===== src/sobel_pkg.sv =====
`timescale 1ns / 1ps
// ----------------------------------------------------------------------------
// Sobel edge package
// Shared widths, payload types, kernel tables and the arithmetic helpers used
// by the gradient and square-root stages.
// ----------------------------------------------------------------------------
package sobel_pkg;

    localparam int DEF_MAX_LINE     = 2048;
    localparam int DEF_LINE_WIDTH   = 640;
    localparam int DEF_FRAME_HEIGHT = 480;

    localparam int PIX_W   = 8;
    localparam int COL_W   = 11;
    localparam int ROW_W   = 16;
    localparam int LW_W    = 12;
    localparam int CFG_W   = 16;
    localparam int GRAD_W  = 11;
    localparam int ABS_W   = 10;
    localparam int SQ_W    = 2 * ABS_W;
    localparam int SUM_W   = SQ_W + 1;
    localparam int ROOT_W  = 16;

    localparam int ROOT_STAGES     = 4;
    localparam int STEPS_PER_STAGE = 2;

    typedef logic [PIX_W-1:0]         pix_t;
    typedef logic [COL_W-1:0]         col_t;
    typedef logic [ROW_W-1:0]         row_t;
    typedef logic [LW_W-1:0]          lw_t;
    typedef logic [CFG_W-1:0]         cfg_data_t;
    typedef logic signed [GRAD_W-1:0] grad_t;
    typedef logic [8:0][PIX_W-1:0]    win_t;

    typedef enum logic {
        REG_LINE_WIDTH   = 1'b0,
        REG_FRAME_HEIGHT = 1'b1
    } cfg_reg_t;

    typedef struct packed {
        logic emit;
        col_t col;
        row_t row;
        logic last;
    } meta_t;

    typedef struct packed {
        logic [ROOT_W-1:0] rem;
        logic [ROOT_W-1:0] root;
    } root_t;

    localparam int KERN_X [9] = '{-1, 0, 1, -2, 0, 2, -1, 0, 1};
    localparam int KERN_Y [9] = '{-1, -2, -1, 0, 0, 0, 1, 2, 1};

    // Window index is row * 3 + column, row 0 being two lines up.
    function automatic grad_t sobel_grad(win_t win, logic vertical);
        grad_t acc;
        int    coef;
        acc = '0;
        for (int i = 0; i < 9; i++)
        begin
            coef = vertical ? KERN_Y[i] : KERN_X[i];
            acc  = acc + GRAD_W'(coef * int'(win[i]));
        end
        return acc;
    endfunction

    // One digit of the restoring integer square root of a 16-bit value.
    function automatic root_t sqrt_step(root_t st, int step);
        logic [ROOT_W:0] bit_v;
        logic [ROOT_W:0] trial;
        root_t           nx;
        bit_v = (ROOT_W + 1)'(1) << (14 - 2 * step);
        trial = {1'b0, st.root} + bit_v;
        if ({1'b0, st.rem} >= trial)
        begin
            nx.rem  = ROOT_W'({1'b0, st.rem} - trial);
            nx.root = ROOT_W'(({1'b0, st.root} >> 1) + bit_v);
        end
        else
        begin
            nx.rem  = st.rem;
            nx.root = st.root >> 1;
        end
        return nx;
    endfunction

endpackage


===== src/sobel_mag.sv =====
`timescale 1ns / 1ps
// ----------------------------------------------------------------------------
// Sobel magnitude
// Squares and sums the gradients, then takes the integer square root two
// digits per stage. The last stage is the output register.
// ----------------------------------------------------------------------------
module sobel_mag (
    input  logic                clk,
    input  logic                rst_n,
    input  logic                adv,
    input  logic                in_vld,
    input  sobel_pkg::meta_t    in_meta,
    input  sobel_pkg::grad_t    gx,
    input  sobel_pkg::grad_t    gy,
    output logic                out_vld,
    output sobel_pkg::pix_t     edge_value,
    output sobel_pkg::col_t     pixel_col,
    output sobel_pkg::row_t     pixel_row,
    output logic                frame_end
);

    localparam int NS = sobel_pkg::ROOT_STAGES;

    logic [sobel_pkg::ABS_W-1:0]  ax;
    logic [sobel_pkg::ABS_W-1:0]  ay;
    logic [sobel_pkg::SQ_W-1:0]   sqx;
    logic [sobel_pkg::SQ_W-1:0]   sqy;
    logic [sobel_pkg::SUM_W-1:0]  sum;

    logic                         sq_vld_reg;
    logic [sobel_pkg::ROOT_W-1:0] sq_lo_reg;
    logic                         sq_sat_reg;
    sobel_pkg::meta_t             sq_meta_reg;

    logic                         rt_vld_reg  [NS];
    sobel_pkg::root_t             rt_reg      [NS];
    logic                         rt_sat_reg  [NS];
    sobel_pkg::meta_t             rt_meta_reg [NS];
    sobel_pkg::root_t             rt_src      [NS];
    sobel_pkg::root_t             rt_next     [NS];

    always_comb
    begin
        ax  = sobel_pkg::ABS_W'(gx[sobel_pkg::GRAD_W-1] ? -gx : gx);
        ay  = sobel_pkg::ABS_W'(gy[sobel_pkg::GRAD_W-1] ? -gy : gy);
        sqx = {{(sobel_pkg::SQ_W - sobel_pkg::ABS_W){1'b0}}, ax}
            * {{(sobel_pkg::SQ_W - sobel_pkg::ABS_W){1'b0}}, ax};
        sqy = {{(sobel_pkg::SQ_W - sobel_pkg::ABS_W){1'b0}}, ay}
            * {{(sobel_pkg::SQ_W - sobel_pkg::ABS_W){1'b0}}, ay};
        sum = {1'b0, sqx} + {1'b0, sqy};
    end

    always_comb
    begin
        rt_src[0].rem  = sq_lo_reg;
        rt_src[0].root = '0;
        for (int j = 1; j < NS; j++)
        begin
            rt_src[j] = rt_reg[j-1];
        end
        for (int j = 0; j < NS; j++)
        begin
            rt_next[j] = rt_src[j];
            for (int s = 0; s < sobel_pkg::STEPS_PER_STAGE; s++)
            begin
                rt_next[j] = sobel_pkg::sqrt_step(rt_next[j],
                                                  j * sobel_pkg::STEPS_PER_STAGE + s);
            end
        end
    end

    always_ff @(posedge clk or negedge rst_n)
    begin
        if (!rst_n)
        begin
            sq_vld_reg <= 1'b0;
            for (int j = 0; j < NS; j++)
            begin
                rt_vld_reg[j] <= 1'b0;
            end
        end
        else if (adv)
        begin
            sq_vld_reg    <= in_vld;
            rt_vld_reg[0] <= sq_vld_reg;
            for (int j = 1; j < NS; j++)
            begin
                rt_vld_reg[j] <= rt_vld_reg[j-1];
            end
        end
    end

    // A sum of squares of 65536 or more has a root above 255 and saturates.
    always_ff @(posedge clk)
    begin
        if (adv)
        begin
            sq_lo_reg      <= sum[sobel_pkg::ROOT_W-1:0];
            sq_sat_reg     <= |sum[sobel_pkg::SUM_W-1:sobel_pkg::ROOT_W];
            sq_meta_reg    <= in_meta;
            rt_sat_reg[0]  <= sq_sat_reg;
            rt_meta_reg[0] <= sq_meta_reg;
            for (int j = 0; j < NS; j++)
            begin
                rt_reg[j] <= rt_next[j];
            end
            for (int j = 1; j < NS; j++)
            begin
                rt_sat_reg[j]  <= rt_sat_reg[j-1];
                rt_meta_reg[j] <= rt_meta_reg[j-1];
            end
        end
    end

    assign out_vld    = rt_vld_reg[NS-1];
    assign edge_value = rt_sat_reg[NS-1] ? '1
                                         : rt_reg[NS-1].root[sobel_pkg::PIX_W-1:0];
    assign pixel_col  = rt_meta_reg[NS-1].col;
    assign pixel_row  = rt_meta_reg[NS-1].row;
    assign frame_end  = rt_meta_reg[NS-1].last;

endmodule


===== config.mk =====
export PLATFORM = sky130hd
export DESIGN_NAME = sobel_mag
export DESIGN_NICKNAME = d
export VERILOG_FILES = /design/src/sobel_pkg.sv /design/src/sobel_mag.sv
export SDC_FILE = /design/constraint.sdc
export NUM_CORES = 1
export LEC_CHECK = 0
export BUFFER_PORTS_ARGS = -buffer_cell sky130_fd_sc_hd__buf_2
export CAP_MARGIN = 15
export CORE_MARGIN = 3
export CORE_UTILIZATION = 30
export CTS_BUF_LIST = sky130_fd_sc_hd__clkbuf_2
export DETAILED_ROUTE_END_ITERATION = 10
export MAX_ROUTING_LAYER = met4
export PLACE_DENSITY_LB_ADDON = 0.2
export SETUP_SLACK_MARGIN = 0.4
export SYNTH_ARGS = -nofsm -noshare
export SYNTH_HDL_FRONTEND = slang
export SYNTH_SLANG_ARGS = --single-unit

===== constraint.sdc =====
create_clock -name clk -period 4 [get_ports clk]
set_input_delay 0.4 -clock clk [delete_from_list [all_inputs] [get_ports clk]]
set_output_delay 0.4 -clock clk [all_outputs]
set_load 0.01 [all_outputs]

==> results_dict.tcl <==
set metrics [dict create \
    status "finished, violations left" \
    violations "setup timing" \
    synth_cells 1278 \
    via_count 10560 \
    drt_wl_total_microns 33960 \
    period_needed_ns 6.023 \
    setup_ws_ns -2.023 \
    start_util_pct 30.71 \
    ys_seq_area_share_pct 44.98 \
    worstPathMaxFanout 3 \
    gr-total-overflow 0 \
    antenna_found_initial 1 \
    finalHoldViolations 0 \
    cp.arrival_ns 6.56 \
    nets 2018 \
    drtAntennaViolNets 0 \
    largest_register_ffs 112 \
    drive_gt1_share_pct 38.26 \
    cp.required_ns 4.54 \
    ios 92 \
    fmax_mhz 166.0 \
    avgSynthCellArea_sq_um 12.18 \
    synth_top_cell_area_share_pct 44.18 \
    period_share_pct 150.6 \
    dp_hpwl_microns 26260 \
    grt_max_degree 90 \
    synthesis.nets 1588 \
    final_cell_area_sq_um 20930 \
    fin_worst_skew_ns 0.05267 \
    cts_sinks 234 \
    worst_r2r_path_depth 15 \
    area_growth_pct 34.48 \
    max-cap-violations 0 \
    final-setup-viol-count 13 \
    cts_buffers 55 \
    cts-htree-levels 2 \
    startpoint_type "input port" \
    fp.dieArea_sq_um 54650 \
    timing.rr.start "rt_reg[1][27]" \
    relSlewSlack_pct 57.64 \
    hold_start "gy[0]" \
    grt_setup_unrepaired "yes" \
    multi_input_area_sq_um 8752 \
    hp-class "input port to register" \
    r2r_slack_ns 0.51 \
    avgViaCountPerCell 4.365 \
    yosysWarnings 0 \
    r2r_end "rt_reg[2][28]" \
    slew_viol_final 0 \
    firstDrtPassIters 4 \
    holdPathStages 4 \
    drc 0 \
    cts-root-buf "clkbuf_2" \
    clk_latency_ns 0.79 \
    tightest_slew_ns 0.6354 \
    grt_pass1_vias 11210 \
    end_kind "register" \
    gp_congestion 0.8429 \
    layout_commonest_cell "buf_4" \
    synth_edf_count 229 \
    crit_type "input port to register" \
    die_w_microns 233.8 \
    hold_end "sq_lo_reg[0]" \
    placed_cell_area_sq_um 18480 \
    synth-main-ff-cell "edfxtp_1" \
    port_buffers 90 \
    fp.dieH_microns 233.8 \
    grt_pass1_wl_microns 55290 \
    core_area_sq_um 50680 \
    cts_tree "built" \
    yosysTopAreaCell "edfxtp_1" \
    synthTopCellsByArea "edfxtp_1 44%, fa_1 17%, ha_1 10%" \
    dpl.cell_count 2206 \
    clock_path_buffers 3 \
    netlist_area_sq_um 15560 \
    setup_tns_ns -19.00 \
    drtIter0Drc 364 \
    ys_ff_latch 234 \
    grt_usage_pct 12.88 \
    seqCellArea_sq_um 7002 \
    synth.distinct_cells 83 \
    async_reset_ff_share_pct 2.137 \
    nFillCells 4870 \
    rows 82 \
    path_clk_slew_ns 0.09 \
    final_cell_mix "235 x buf_4, 229 x edfxtp_1, 207 x inv_1" \
    drt-wirelength-per-cell_microns 14.04 \
    instances_no_fill 2419 \
]
worst max-delay path, cell delays in order:
cell	delay (ns)
buf_2	0.11
or4_4	0.57
o41ai_4	0.31
buf_4	0.21
xor2_4	0.17
nor2_2	0.07
fa_1	0.46
fa_1	0.53
inv_2	0.05
fa_2	0.56
inv_2	0.04
fa_1	0.47
fa_1	0.49
inv_1	0.05
fa_1	0.48
inv_2	0.05
ha_4	0.26
ha_4	0.19
a21o_1	0.17
a21o_1	0.16
a21oi_2	0.21
o2111ai_2	0.16
nand2_2	0.11
mux2i_1	0.18
o211ai_1	0.09
layout make-up:
type	count	share of cell area, %
diodes	1	0.01196
well taps	672	4.017
repair buffers	382	13.93
inverters	242	4.507
clock inverters	10	0.2391
multi-input cells	793	41.81
flip-flops and latches	234	33.45
clock buffers	85	2.032
repair_timing:
action / 4_1_cts / 5_1_grt
pin swaps: 52 / 70
setup endpoints to repair: 20 / 27
hold endpoints to repair: 35 / 0
resized for setup: 115 / 86
buffers inserted: 55 / 30
hold buffers: 32 / 0
through the flow:
stage | hold slack [ns] | setup WS, ns | util [%]
after floorplan | 0.1044 | -2.550 | -
after global placement | 0.2148 | -3.038 | 36.47
after detailed placement | 0.2195 | -3.078 | 36.47
after CTS | 0.1018 | -1.908 | 40.09
after global routing | 0.1183 | -2.088 | 41.30
final | 0.1920 | -2.023 | 41.30
cell usage after synthesis, types with 7 or more instances:
cell type / n
nor4_1: 7
o21ai_0: 22
o31ai_1: 8
xnor2_1: 41
nand2_1: 90
nand3_1: 11
or3_1: 7
mux2i_1: 7
edfxtp_1: 229
a21o_1: 13
a21oi_1: 47
nor3_1: 20
fa_1: 130
or2_2: 10
ha_1: 125
o21bai_1: 7
inv_1: 237
o21a_1: 10
nand2b_1: 8
mux2_2: 8
nor2_1: 95
xor2_1: 27
cells by family after synthesis:
logic type      share of synthesized area (%)
compound gates                          7.621
xor+xnor                                4.035
fa+ha+maj                               26.77
buf+inv                                 6.334
flops                                   44.98
mux                                     1.318
simple gates                            8.939
metal layers:
layer	global-route usage [%]	vias to the layer above	wire [microns]
met1	15.23	5140	14520
met5	-	-	0
met4	3.328	0	616
li1	-	5227	-
met3	1.749	51	963
met2	23.11	142	17860
worst max-delay path by stage:
stage / start / to / slack [ns] / depth (start not counted)
5_1_grt: gx[0] / sq_sat_reg / -2.09 / 26
3_5_place_dp: gx[0] / sq_sat_reg / -3.08 / 27
3_3_place_gp: gx[0] / sq_sat_reg / -3.04 / 26
2_1_floorplan: gx[0] / sq_lo_reg[13] / -2.55 / 24
4_1_cts: gy[6] / sq_sat_reg / -1.91 / 25
6_report: gy[4] / sq_sat_reg / -2.02 / 25
Power is left out: the tool's default activity adds up to more than one toggle a clock period on the data nets, which glitch-free logic cannot reach.
