**src/sobel_pkg.sv**
```systemverilog
`timescale 1ns / 1ps
// ----------------------------------------------------------------------------
// Sobel edge package
// Shared widths, payload types, kernel tables and the arithmetic helpers used
// by the gradient and square-root stages.
// ----------------------------------------------------------------------------
package sobel_pkg;

    localparam int DEF_MAX_LINE     = 2048;
    localparam int DEF_LINE_WIDTH   = 640;
    localparam int DEF_FRAME_HEIGHT = 480;

    localparam int PIX_W   = 8;
    localparam int COL_W   = 11;
    localparam int ROW_W   = 16;
    localparam int LW_W    = 12;
    localparam int CFG_W   = 16;
    localparam int GRAD_W  = 11;
    localparam int ABS_W   = 10;
    localparam int SQ_W    = 2 * ABS_W;
    localparam int SUM_W   = SQ_W + 1;
    localparam int ROOT_W  = 16;

    localparam int ROOT_STAGES     = 4;
    localparam int STEPS_PER_STAGE = 2;

    typedef logic [PIX_W-1:0]         pix_t;
    typedef logic [COL_W-1:0]         col_t;
    typedef logic [ROW_W-1:0]         row_t;
    typedef logic [LW_W-1:0]          lw_t;
    typedef logic [CFG_W-1:0]         cfg_data_t;
    typedef logic signed [GRAD_W-1:0] grad_t;
    typedef logic [8:0][PIX_W-1:0]    win_t;

    typedef enum logic {
        REG_LINE_WIDTH   = 1'b0,
        REG_FRAME_HEIGHT = 1'b1
    } cfg_reg_t;

    typedef struct packed {
        logic emit;
        col_t col;
        row_t row;
        logic last;
    } meta_t;

    typedef struct packed {
        logic [ROOT_W-1:0] rem;
        logic [ROOT_W-1:0] root;
    } root_t;

    localparam int KERN_X [9] = '{-1, 0, 1, -2, 0, 2, -1, 0, 1};
    localparam int KERN_Y [9] = '{-1, -2, -1, 0, 0, 0, 1, 2, 1};

    // Window index is row * 3 + column, row 0 being two lines up.
    function automatic grad_t sobel_grad(win_t win, logic vertical);
        grad_t acc;
        int    coef;
        acc = '0;
        for (int i = 0; i < 9; i++)
        begin
            coef = vertical ? KERN_Y[i] : KERN_X[i];
            acc  = acc + GRAD_W'(coef * int'(win[i]));
        end
        return acc;
    endfunction

    // One digit of the restoring integer square root of a 16-bit value.
    function automatic root_t sqrt_step(root_t st, int step);
        logic [ROOT_W:0] bit_v;
        logic [ROOT_W:0] trial;
        root_t           nx;
        bit_v = (ROOT_W + 1)'(1) << (14 - 2 * step);
        trial = {1'b0, st.root} + bit_v;
        if ({1'b0, st.rem} >= trial)
        begin
            nx.rem  = ROOT_W'({1'b0, st.rem} - trial);
            nx.root = ROOT_W'(({1'b0, st.root} >> 1) + bit_v);
        end
        else
        begin
            nx.rem  = st.rem;
            nx.root = st.root >> 1;
        end
        return nx;
    endfunction

endpackage

```
**src/sobel_window.sv**
```systemverilog
`timescale 1ns / 1ps
// ----------------------------------------------------------------------------
// Sobel window and gradients
// Shifts the 3x3 neighborhood by one column per beat and registers the
// horizontal and vertical Sobel gradients of interior pixels.
// ----------------------------------------------------------------------------
module sobel_window (
    input  logic                clk,
    input  logic                rst_n,
    input  logic                adv,
    input  logic                in_vld,
    input  sobel_pkg::meta_t    in_meta,
    input  sobel_pkg::pix_t     top_px,
    input  sobel_pkg::pix_t     mid_px,
    input  sobel_pkg::pix_t     cur_px,
    output logic                out_vld,
    output sobel_pkg::meta_t    out_meta,
    output sobel_pkg::grad_t    gx,
    output sobel_pkg::grad_t    gy
);

    sobel_pkg::win_t  window_reg;
    logic             win_vld_reg;
    sobel_pkg::meta_t win_meta_reg;
    logic             grad_vld_reg;
    sobel_pkg::meta_t grad_meta_reg;
    sobel_pkg::grad_t gx_reg;
    sobel_pkg::grad_t gy_reg;

    always_ff @(posedge clk or negedge rst_n)
    begin
        if (!rst_n)
        begin
            window_reg   <= '0;
            win_vld_reg  <= 1'b0;
            grad_vld_reg <= 1'b0;
        end
        else if (adv)
        begin
            if (in_vld)
            begin
                window_reg[0] <= window_reg[1];
                window_reg[1] <= window_reg[2];
                window_reg[2] <= top_px;
                window_reg[3] <= window_reg[4];
                window_reg[4] <= window_reg[5];
                window_reg[5] <= mid_px;
                window_reg[6] <= window_reg[7];
                window_reg[7] <= window_reg[8];
                window_reg[8] <= cur_px;
            end
            win_vld_reg  <= in_vld && in_meta.emit;
            grad_vld_reg <= win_vld_reg;
        end
    end

    always_ff @(posedge clk)
    begin
        if (adv)
        begin
            win_meta_reg  <= in_meta;
            grad_meta_reg <= win_meta_reg;
            gx_reg        <= sobel_pkg::sobel_grad(window_reg, 1'b0);
            gy_reg        <= sobel_pkg::sobel_grad(window_reg, 1'b1);
        end
    end

    assign out_vld  = grad_vld_reg;
    assign out_meta = grad_meta_reg;
    assign gx       = gx_reg;
    assign gy       = gy_reg;

endmodule

```
**config.mk**
```make
export PLATFORM = sky130hd
export DESIGN_NAME = sobel_window
export DESIGN_NICKNAME = d
export VERILOG_FILES = /design/src/sobel_pkg.sv /design/src/sobel_window.sv
export SDC_FILE = /design/constraint.sdc
export NUM_CORES = 1
export LEC_CHECK = 0
export BUFFER_PORTS_ARGS = -buffer_cell sky130_fd_sc_hd__buf_2
export CAP_MARGIN = 10
export CORE_UTILIZATION = 50
export CTS_CLUSTER_DIAMETER = 40
export CTS_CLUSTER_SIZE = 40
export DETAILED_ROUTE_END_ITERATION = 6
export HOLD_SLACK_MARGIN = 0.15
export PLACE_DENSITY_LB_ADDON = 0.15
export SKIP_LAST_GASP = 1
export SLEW_MARGIN = 20
export SYNTH_ARGS = -nofsm -noshare
export SYNTH_HDL_FRONTEND = slang
export SYNTH_SLANG_ARGS = --single-unit
export TNS_END_PERCENT = 1
```
**constraint.sdc**
```tcl
create_clock -name clk -period 5.2 [get_ports clk]
set_input_delay 1.04 -clock clk [delete_from_list [all_inputs] [get_ports clk]]
set_output_delay 1.04 -clock clk [all_outputs]
set_load 0.1 [all_outputs]
```
==> results of run 1 <==
==> placed cells by master (no fill, tap or decap), drive strengths merged, types with 3 or more instances in the layout <==
cell and n:
a211oi 3, buf 112, or4 3, nand2 22, a21oi 4, xor2 8
o41ai 3, nor2 19, dfrtp 74, clkinv 3, ha 31, nor3 8
or3 4, nor2b 4, mux2 57, a21o 3, o21ai 24, inv 104
fa 62, edfxtp 79, clkbuf 23, nor4 3, xnor2 30
==> area by class of cell <==
type                       count  share of cell area
timing repair buffer         112              0.0636
inverter                     101              0.0412
clock inverter                 9              0.0117
tap                          188              0.0255
clock buffer                  23              0.0551
multi-input combinational    296               0.344
sequential                   153               0.459
==> through the flow <==
| step | instance area [µm²] | util |
|---|---|---|
| global placement | 8580 | 0.564 |
| finish | 9210 | 0.606 |
| detailed placement | 8580 | 0.564 |
| CTS | 9190 | 0.605 |
| global route | 9210 | 0.606 |
| floorplan | 7820 | - |
==> critical path: cells and delay by family, from the launching register on <==
family	cells	cell delay [ns]
fa+ha+maj	4	1.86
simple gates	2	0.82
compound gates	3	0.49
flops	1	0.45
xor+xnor	2	0.43
buf+inv	1	0.05
==> worst paths after layout <==
kind                       cells past startpoint             start  slack (ns)             end
min in group asynchronous                      1             rst_n        0.54  window_reg[65]
max reg2reg                                   12     window_reg[3]        0.83          gy[10]
max                                           12     window_reg[3]        0.83          gy[10]
min reg2reg                                    0  win_meta_reg[11]        0.42    out_meta[11]
min                                            0  win_meta_reg[11]        0.42    out_meta[11]
max in group asynchronous                      3             rst_n        3.72  window_reg[14]
==> cell families after synthesis <==
family,after synthesis,synth area share
flops,153,0.541
simple gates,70,0.0447
mux,57,0.0821
xor+xnor,38,0.0426
buf+inv,111,0.0538
compound gates,38,0.0279
fa+ha+maj,93,0.208
==> cells in the mapped netlist, types with 2 or more instances <==
library cell / instances
a21o_1: 3
nand2b_1: 2
dfrtp_1: 74
o21ai_0: 24
ha_1: 31
nand2_1: 22
or3_1: 4
a211oi_1: 3
xor2_1: 8
mux2_2: 57
edfxtp_1: 79
buf_1: 6
o41ai_1: 3
or4_4: 2
nor3_1: 7
nor2b_1: 4
inv_1: 101
nor2_1: 19
fa_1: 62
xnor2_1: 30
a21oi_1: 4
nor4_1: 3
nand3_1: 2
clkbuf_1: 3
==> layer usage <==
metal,vias up,GRT usage
li1,2086,-
met1,2196,0.252
met2,113,0.304
met3,21,0.0436
met4,0,0.0707
met5,-,0
==> summary.txt, run 1 <==
Finish
  – Seq. cell area: 4220 µm²
  – Nets: roughly 830
  – Layout filler cell count: 1230
  – Area of the multi-input gates: between 3000 and 4000 µm²
  – Largest register FFs: 72
  – Post-Layout Cell Count: 882
  – Area delta synth->final: 17.9%
  – Inserted Diodes: 0
  – Fraction of final layout cells sized beyond drive strength 1: 0.297

Global route
  – Initial antenna violation count: 0
  – Largest net degree at the start of global routing: 63
  – Grt total ovfl: 0
  – Global Route Usage Sum: 0.189
  – Vias in the first global route: about 4600
  – First-pass GRT wire length: 22.8 mm

Setup path
  – Max incr delay on CP: 0.56 ns
  – Crit. End Element: register
  – Critical-path cell list: or4_4 -> and2b_2 -> xor2_1 -> fa_1 -> fa_1 -> fa_1 -> inv_1 -> ha_1 -> o21ai_0 -> a21oi_1 -> o21ai_0 -> xnor2_1
  – CP Class: reg2reg
  – Crit Path Max Fanout: 6
  – Crit path DAT: 4.53 ns
  – Top cell by count, worst path: fa_1
  – Worst path slowest cell: or4_4
  – Data required, critical path: 5.36 ns
  – Startpoint Class: register

Routing
  – DRT met1 WL: 6.39 mm
  – DR top layer: met4
  – Vias per Instance: 5.01
  – Via Count: 4416
  – Post-route ant nets: 0
  – Drt drc: 0
  – Drt first pass iters: 4
  – Final WL: roughly 14 mm
  – Drt wl/cell: 15.9 µm
  – Met3 routed wirelength: 618 µm
  – Met2 wire length: 6.78 mm
  – Iteration-0 DRC Markers: 228

Synth
  – Synth Net Count: 710
  – Post-synthesis sequential area ratio: 0.541
  – Synthesized area per cell: approximately 14 µm²
  – Synthesized cell area: 7810 µm²
  – Top cells by area, synth: edfxtp_1, dfrtp_1, fa_1, mux2_2, ha_1
  – Cell taking the most area after synthesis: edfxtp_1
  – Syn Inst Count: between 500 and 600
  – Post-synth top area share: 0.304
  – Async set-reset flop share out of synthesis: 0.484
  – Number of synthesized flops with an enable pin: slightly below 80
  – Seq cells post-synth: about 150
  – Top_reg_cell synth: edfxtp_1
  – Synth Warn #: 0
  – Yosys cell types: 31

Timing
  – Final WS setup: 0.832 ns
  – Part of the cycle the worst path needs: 0.840
  – Setup_tns: 0 ns
  – Worst hold margin: 0.415 ns
  – Max Slew Vio Count: 0
  – Final setup fails: 0
  – RSZ-0062 raised after global routing: no
  – Slew HR: 0.572
  – Achievable Freq: approximately 230 MHz
  – Final hold violations: 0
  – Actual slew at the worst max-slew pin: 0.642 ns
  – Tmin final: 4.37 ns
  – Clock skew: between 0.006 and 0.007 ns

Die
  – Die ar.: 16100 µm²
  – Core ar.: 15200 µm²
  – Starting density of the core: 0.514
  – Die height: 127 µm
  – Die X: 127 µm
  – Rows: between 40 and 50
  – # IOs: 109

Clocking
  – Post_cts resized: 0
  – Root Buffer: clkbuf_16
  – CTS tree: built
  – Setup repair bufs after CTS: 0
  – Clk_lat worst skew: 0.42 ns
  – Htree depth: 4
  – Post-CTS Hold Fix Bufs: 0
  – Clock Path Buffers: 2
  – Total CTS buffers: 17
  – CTS Sinks: 153
  – Worst-path clk slew: 0.06 ns

Placed design
  – Placed insts: 849
  – Placer congestion estimate: 0.857
  – # port buffers: 108
  – Pre-CTS setup slack: 0.824 ns
  – Final HPWL DP: between 10 and 15 mm

Outcome
  – Status: finished clean

Run
  – Max_cap viols: 0

Min path
  – Hold WC Path Type: reg2reg
Power of run 1 is left out: the tool's default activity adds up to more than one toggle a clock period on the data nets, which glitch-free logic cannot reach.
==> inputs of run 2 (changes only) <==
Clock period 5.2 ns to 4.4 ns, I/O delays scaled along.
==> run 2 against run 1 <==
Effect of this change: count of clock-buffer cells in the layout fell by 4; cell count grew 0.11%; die area did not move; non-clock buffer count increased by 1; setup slack got worse by 0.72 ns; via count fell by 2.8%; critical path depth increased by 3.
==> summary.txt, run 2 (same netlist as run 1, synthesis figures left out) <==
Outcome
  – Status: finished clean

Routing
  – Drt wl/cell: 15.2 µm (-4.6%)
  – Drt drc: 0 (unchanged)
  – Iteration-0 DRC Markers: 198 (-13%)
  – Final WL: 13.4 mm (-4.5%)
  – Post-route ant nets: 0 (unchanged)
  – Via Count: 4293 (-2.8%)
  – Drt first pass iters: 4 (unchanged)
  – Vias per Instance: 4.86 (-2.9%)

Timing
  – Final hold violations: 0 (unchanged)
  – Final setup fails: 0 (unchanged)
  – RSZ-0062 raised after global routing: yes
  – Clock skew: 0.00645 ns (-0.000546 ns)
  – Actual slew at the worst max-slew pin: 0.538 ns (-0.104 ns)
  – Part of the cycle the worst path needs: 0.974 (+0.134)
  – Setup_tns: 0 ns (unchanged)
  – Tmin final: 4.29 ns (-0.0808 ns)
  – Slew HR: 0.642 (+0.0694)
  – Max Slew Vio Count: 0 (unchanged)
  – Achievable Freq: 233 MHz (+1.9%)

Placed design
  – Final HPWL DP: 10.6 mm (-3.8%)
  – # port buffers: 108 (unchanged)
  – Placer congestion estimate: 0.852 (-0.66%)
  – Placed insts: 851 (+0.24%)

Global route
  – Initial antenna violation count: 0 (unchanged)
  – Global Route Usage Sum: 0.186 (-0.00287)
  – Largest net degree at the start of global routing: 46 (-27%)
  – First-pass GRT wire length: 22.4 mm (-1.6%)
  – Vias in the first global route: 4540 (-1.2%)
  – Grt total ovfl: 0 (unchanged)

Clocking
  – CTS tree: built
  – Total CTS buffers: 17 (unchanged)
  – Clock Path Buffers: 2 (unchanged)
  – Worst-path clk slew: 0.06 ns (about the same)
  – Htree depth: 4 (unchanged)
  – Setup repair bufs after CTS: 0 (unchanged)
  – Clk_lat worst skew: 0.42 ns (about the same)
  – CTS Sinks: 153 (unchanged)
  – Root Buffer: clkbuf_16

Setup path
  – Startpoint Class: register
  – CP Class: reg2reg
  – Reg2Reg Launch Point: window_reg[24]
  – Crit Path Max Fanout: 4 (-2)
  – Max incr delay on CP: 0.53 ns (-0.03 ns)
  – R2R Setup Slk: 0.11 ns (-0.72 ns)
  – Worst path slowest cell: fa_1
  – CP top delay family: adder cells
  – Critical-path cell list: inv_2 -> ha_1 -> inv_1 -> or3_1 -> xor2_1 -> fa_1 -> fa_1 -> inv_1 -> fa_1 -> inv_1 -> ha_1 -> a211oi_1 -> nor2_1 -> o41ai_2 -> xnor2_1
  – Crit. End Element: register
  – Crit path DAT: 4.45 ns (-0.08 ns)
  – CP bufs+invs: 4 (+3)
  – R2R depth: 15 (+3)
  – Data required, critical path: 4.57 ns (-0.79 ns)
  – Reg2reg end: gx[9]

Die
  – Die height: 127 µm (unchanged)
  – Die ar.: 16100 µm² (unchanged)
  – Die X: 127 µm (unchanged)
  – # IOs: 109 (unchanged)
  – Core ar.: 15200 µm² (unchanged)
  – Rows: 45 (unchanged)
  – Starting density of the core: 0.514 (unchanged)

Finish
  – Most common cell after layout, fill and taps aside: buf_2
  – Most frequent cells in the layout: buf_2, inv_1, edfxtp_1
  – Largest register FFs: 72 (unchanged)
  – Inserted Diodes: 0 (unchanged)
  – Fraction of final layout cells sized beyond drive strength 1: 0.298 (+0.00101)
  – Nets: 832 (+0.12%)
  – Area delta synth->final: 17.0%
  – Post-Layout Cell Count: 883 (+0.11%)

Min path
  – Hold WC Path Type: in2async

Run
  – Max_cap viols: 0 (unchanged)
run 2: through the flow:
step	hold WS, ns	setup WS (ns)	utilization	cell area [µm²]
after global placement	0.400	0.0314	0.565	8590
after detailed placement	0.405	-0.0844	0.565	8590
final	0.416	0.112	0.602	9150
after CTS	0.409	0.00914	0.601	9140
after floorplan	0.400	0.372	-	7820
after global routing	0.419	-0.0900	0.602	9150
run 2: per-layer routing:
layer | vias to the layer above | share of wire | global-route usage
met3 | 12 | 0.044 | 0.0477
met2 | 93 | 0.47 | 0.294
met1 | 2104 | 0.47 | 0.247
met5 | - | 0 | 0
met4 | 0 | 0.015 | 0.0756
li1 | 2084 | - | -
run 2: cell type report:
class | instances | area [µm²]
fillers | 1216 | 6060
flip-flops and latches | 153 | 4220
multi-input cells | 296 | 3190
repair buffers | 113 | 581
clock buffers | 19 | 433
inverters | 101 | 379
well taps | 188 | 235
clock inverters | 13 | 105
run 2: what timing repair did:
action	CTS	global route
gates resized for setup	1	2
pin swaps	0	0
setup endpoints to repair	1	6
hold buffers	0	0
run 2: worst max-delay path by stage:
stage	startpoint	end	slack (ns)	cells after the start
detailed placement	window_reg[24]	gx[9]	-0.08	15
floorplan	window_reg[4]	gy[10]	0.37	11
finish	window_reg[24]	gx[9]	0.11	15
global placement	window_reg[24]	gx[9]	0.03	15
CTS	window_reg[24]	gx[9]	0.009	15
global route	window_reg[2]	gy[9]	-0.09	13
run 2: worst reg2reg max path, cell delays in order, from the launching register on:
cell and delay, ns:
dfrtp_1 0.44, inv_2 0.15, ha_1 0.22, inv_1 0.10
or3_1 0.32, xor2_1 0.22, fa_1 0.47, fa_1 0.49
inv_1 0.05, fa_1 0.53, inv_1 0.04, ha_1 0.23
a211oi_1 0.28, nor2_1 0.12, o41ai_2 0.26, xnor2_1 0.10
Power of run 2 is left out for the same reason.
==> inputs of run 3 (changes only) <==
Settings changed: ABC_AREA set to 1, BUFFER_PORTS_ARGS -buffer_cell sky130_fd_sc_hd__buf_2 to -buffer_cell sky130_fd_sc_hd__clkbuf_2.
==> run 3 against run 2 <==
Effect of this change: hold slack barely moved; via count up 14%; count of clock-buffer cells in the layout is 2 higher; synthesized area up 3.7%; sequential cell count unchanged; global-route usage up 0.49 points; clock skew is 0.0013 ns higher; sequential share of layout area is 1.3 points lower; wire length grew 9.8%; fmax grew 2.5%; non-clock buffer count down 1; critical path depth rose by 2.
==> summary.txt, run 3 <==
Outcome
  – Status: finished clean

Finish
  – Largest register FFs: 72 (unchanged)
  – Most common cell after layout, fill and taps aside: inv_1
  – Area delta synth->final: 16.2%
  – Inserted Diodes: 0 (unchanged)
  – Util after Layout: 0.595 (-0.00646)
  – Layout filler cell count: 1302 (+7.1%)
  – Most frequent cells in the layout: inv_1, clkbuf_2, nand2_1
  – Fraction of final layout cells sized beyond drive strength 1: 0.213 (-0.0853)
  – Nets: 951 (+14%)

Setup path
  – Worst path slowest cell: fa_1
  – Data required, critical path: 4.57 ns (about the same)
  – Crit Path Max Fanout: 3 (-1)
  – CP Class: reg2reg
  – Critical-path cell list: inv_1 -> ha_1 -> xnor2_1 -> fa_1 -> fa_1 -> inv_1 -> fa_1 -> inv_1 -> ha_1 -> fa_1 -> nand3_1 -> nand3_1 -> nand2_1 -> nand2_1 -> nand2_1 -> nand2_1 -> xor2_1
  – Crit. End Element: register
  – Reg2Reg Launch Point: window_reg[0]
  – R2R depth: 17 (+2)
  – Max incr delay on CP: 0.53 ns (about the same)
  – CP startpoint: window_reg[0]
  – Crit path DAT: 4.35 ns (-0.10 ns)
  – Startpoint Class: register
  – R2R Setup Slk: 0.22 ns (+0.10 ns)
  – Reg2reg end: gx[8]

Min path
  – Hold WC Path Type: reg2reg
  – WHS Path Cells: 0
  – Hold path start: win_meta_reg[3]
  – Hold Path End: out_meta[3]

Routing
  – Post-route ant nets: 0 (unchanged)
  – Drt drc: 0 (unchanged)
  – Iteration-0 DRC Markers: 272 (+37%)
  – Via Count: 4873 (+14%)
  – Vias per Instance: 4.73 (-2.7%)
  – Drt wl/cell: 14.3 µm (-5.8%)
  – Met2 wire length: 6.63 mm (+4.5%)
  – DR top layer: met4
  – Final WL: 14.7 mm (+9.8%)
  – Drt first pass iters: 5 (+1)
  – Met3 routed wirelength: 846 µm (+42%)
  – DRT met1 WL: 6.93 mm (+11%)

Timing
  – Final setup fails: 0 (unchanged)
  – Worst hold margin: 0.415 ns (-0.000335 ns)
  – Part of the cycle the worst path needs: 0.951 (-0.0238)
  – Tmin final: 4.18 ns (-0.105 ns)
  – Achievable Freq: 239 MHz (+2.5%)
  – RSZ-0062 raised after global routing: no
  – Slew HR: 0.349 (-0.292)
  – Actual slew at the worst max-slew pin: 0.976 ns (+0.438 ns)
  – Setup_tns: 0 ns (unchanged)
  – Clock skew: 0.00774 ns (+0.00129 ns)
  – Final WS setup: 0.217 ns (+0.105 ns)
  – Final hold violations: 0 (unchanged)
  – Max Slew Vio Count: 0 (unchanged)

Synth
  – Cell taking the most area after synthesis: edfxtp_1
  – Seq cells post-synth: 153 (unchanged)
  – Async set-reset flop share out of synthesis: 0.484 (unchanged)
  – Number of synthesized flops with an enable pin: 79 (unchanged)
  – Post-synth top area share: 0.293 (-0.0108)
  – Syn Inst Count: 684 (+22%)
  – Top_reg_cell synth: edfxtp_1
  – Post-synthesis sequential area ratio: 0.521 (-0.0192)
  – Count leader, synth: inv_1
  – Commonest cells post-synth: inv_1, nand2_1, edfxtp_1
  – Synth Warn #: 0 (unchanged)
  – Yosys cell types: 31 (unchanged)
  – Synthesized cell area: 8100 µm² (+3.7%)
  – Synthesized area per cell: 11.8 µm² (-15%)
  – Top cells by area, synth: edfxtp_1, dfrtp_1, fa_1, inv_1, ha_1
  – Synth Net Count: 834 (+17%)

Global route
  – Global Route Usage Sum: 0.191 (+0.00493)
  – Grt total ovfl: 0 (unchanged)
  – Largest net degree at the start of global routing: 84 (+83%)
  – Vias in the first global route: 4847 (+6.8%)
  – Initial antenna violation count: 0 (unchanged)
  – First-pass GRT wire length: 23.7 mm (+5.8%)

Clocking
  – Post-CTS Hold Fix Bufs: 0 (unchanged)
  – CTS Sinks: 153 (unchanged)
  – Total CTS buffers: 17 (unchanged)
  – Clk_lat worst skew: 0.42 ns (about the same)
  – Root Buffer: clkbuf_16
  – CTS tree: built
  – Clock Path Buffers: 2 (unchanged)
  – Htree depth: 4 (unchanged)
  – Worst-path clk slew: 0.06 ns (about the same)

Die
  – Core ar.: 15800 µm² (+4.1%)
  – Die ar.: 16700 µm² (+3.6%)
  – Die X: 129 µm (+1.8%)
  – Rows: 46 (+2.2%)
  – Die height: 129 µm (+1.8%)
  – # IOs: 109 (unchanged)
  – Starting density of the core: 0.512 (-0.00214)

Placed design
  – Final HPWL DP: 11.4 mm (+7.6%)
  – # port buffers: 108 (unchanged)
  – Pre-CTS setup slack: 0.197 ns (+0.282 ns)
  – Placer congestion estimate: 0.853 (+0.19%)

Run
  – Max_cap viols: 0 (unchanged)
[run 3: cell count changes after synthesis, moves of 15 or more]
cell	delta
a21oi_1	+34
inv_1	+30
mux2_2	-57
mux2_4	+17
nand2_1	+62
nand3_1	+17
nor2_1	+23
xnor2_1	-23
xor2_1	+15
[run 3: layout make-up]
cell class	instances	area, µm²	share of cell area
inverter	133	499	0.0530
multi-input combinational	384	3300	0.350
tap	216	270	0.0287
clock inverter	11	101	0.0108
sequential	153	4220	0.448
timing repair buffer	112	586	0.0622
clock buffer	21	440	0.0468
[run 3: routing by layer]
metal	vias up	global-route usage
li1	2408	-
met1	2313	0.258
met2	134	0.293
met3	18	0.0541
met4	0	0.0740
met5	-	0
[run 3: cell families after synthesis]
kind of cell               share of synthesized area
DFF                                            0.521
buffers and inverters                         0.0732
muxes                                         0.0315
and+or+nand+nor                               0.0905
adders and majority gates                      0.201
AOI/OAI and AO/OA                             0.0500
xor gates and xnor gates                      0.0324
[run 3: critical path, delay by kind of cell (launching register included)]
family / cells / cell delay, ns
buffers and inverters: 3 / 0.17
AND/OR/NAND/NOR: 6 / 0.50
XOR/XNOR: 2 / 0.45
adder cells (fa/ha/maj): 6 / 2.43
flip-flops: 1 / 0.39
[run 3: worst max path at each step]
stage              to  slack, ns  cells after the start
3_5_place_dp    gx[8]       0.20                     17
3_3_place_gp    gx[8]       0.31                     17
2_1_floorplan  gy[10]       0.57                     17
6_report        gx[8]       0.22                     17
4_1_cts         gx[8]       0.19                     17
5_1_grt         gx[8]       0.01                     17
[run 3: per-stage QoR]
stage / area [µm²] / cells
6_report: 9420 / 1030
5_1_grt: 9420 / 1030
4_1_cts: 9410 / 1030
3_5_place_dp: 8870 / 998
3_3_place_gp: 8870 / 998
2_1_floorplan: 8100 / 684
[run 3: timing repair]
item                                    CTS  global route
resized for setup                         0             1
endpoints found under the setup margin    0             1
setup buffers                             0             0
Power of run 3 is left out for the same reason.
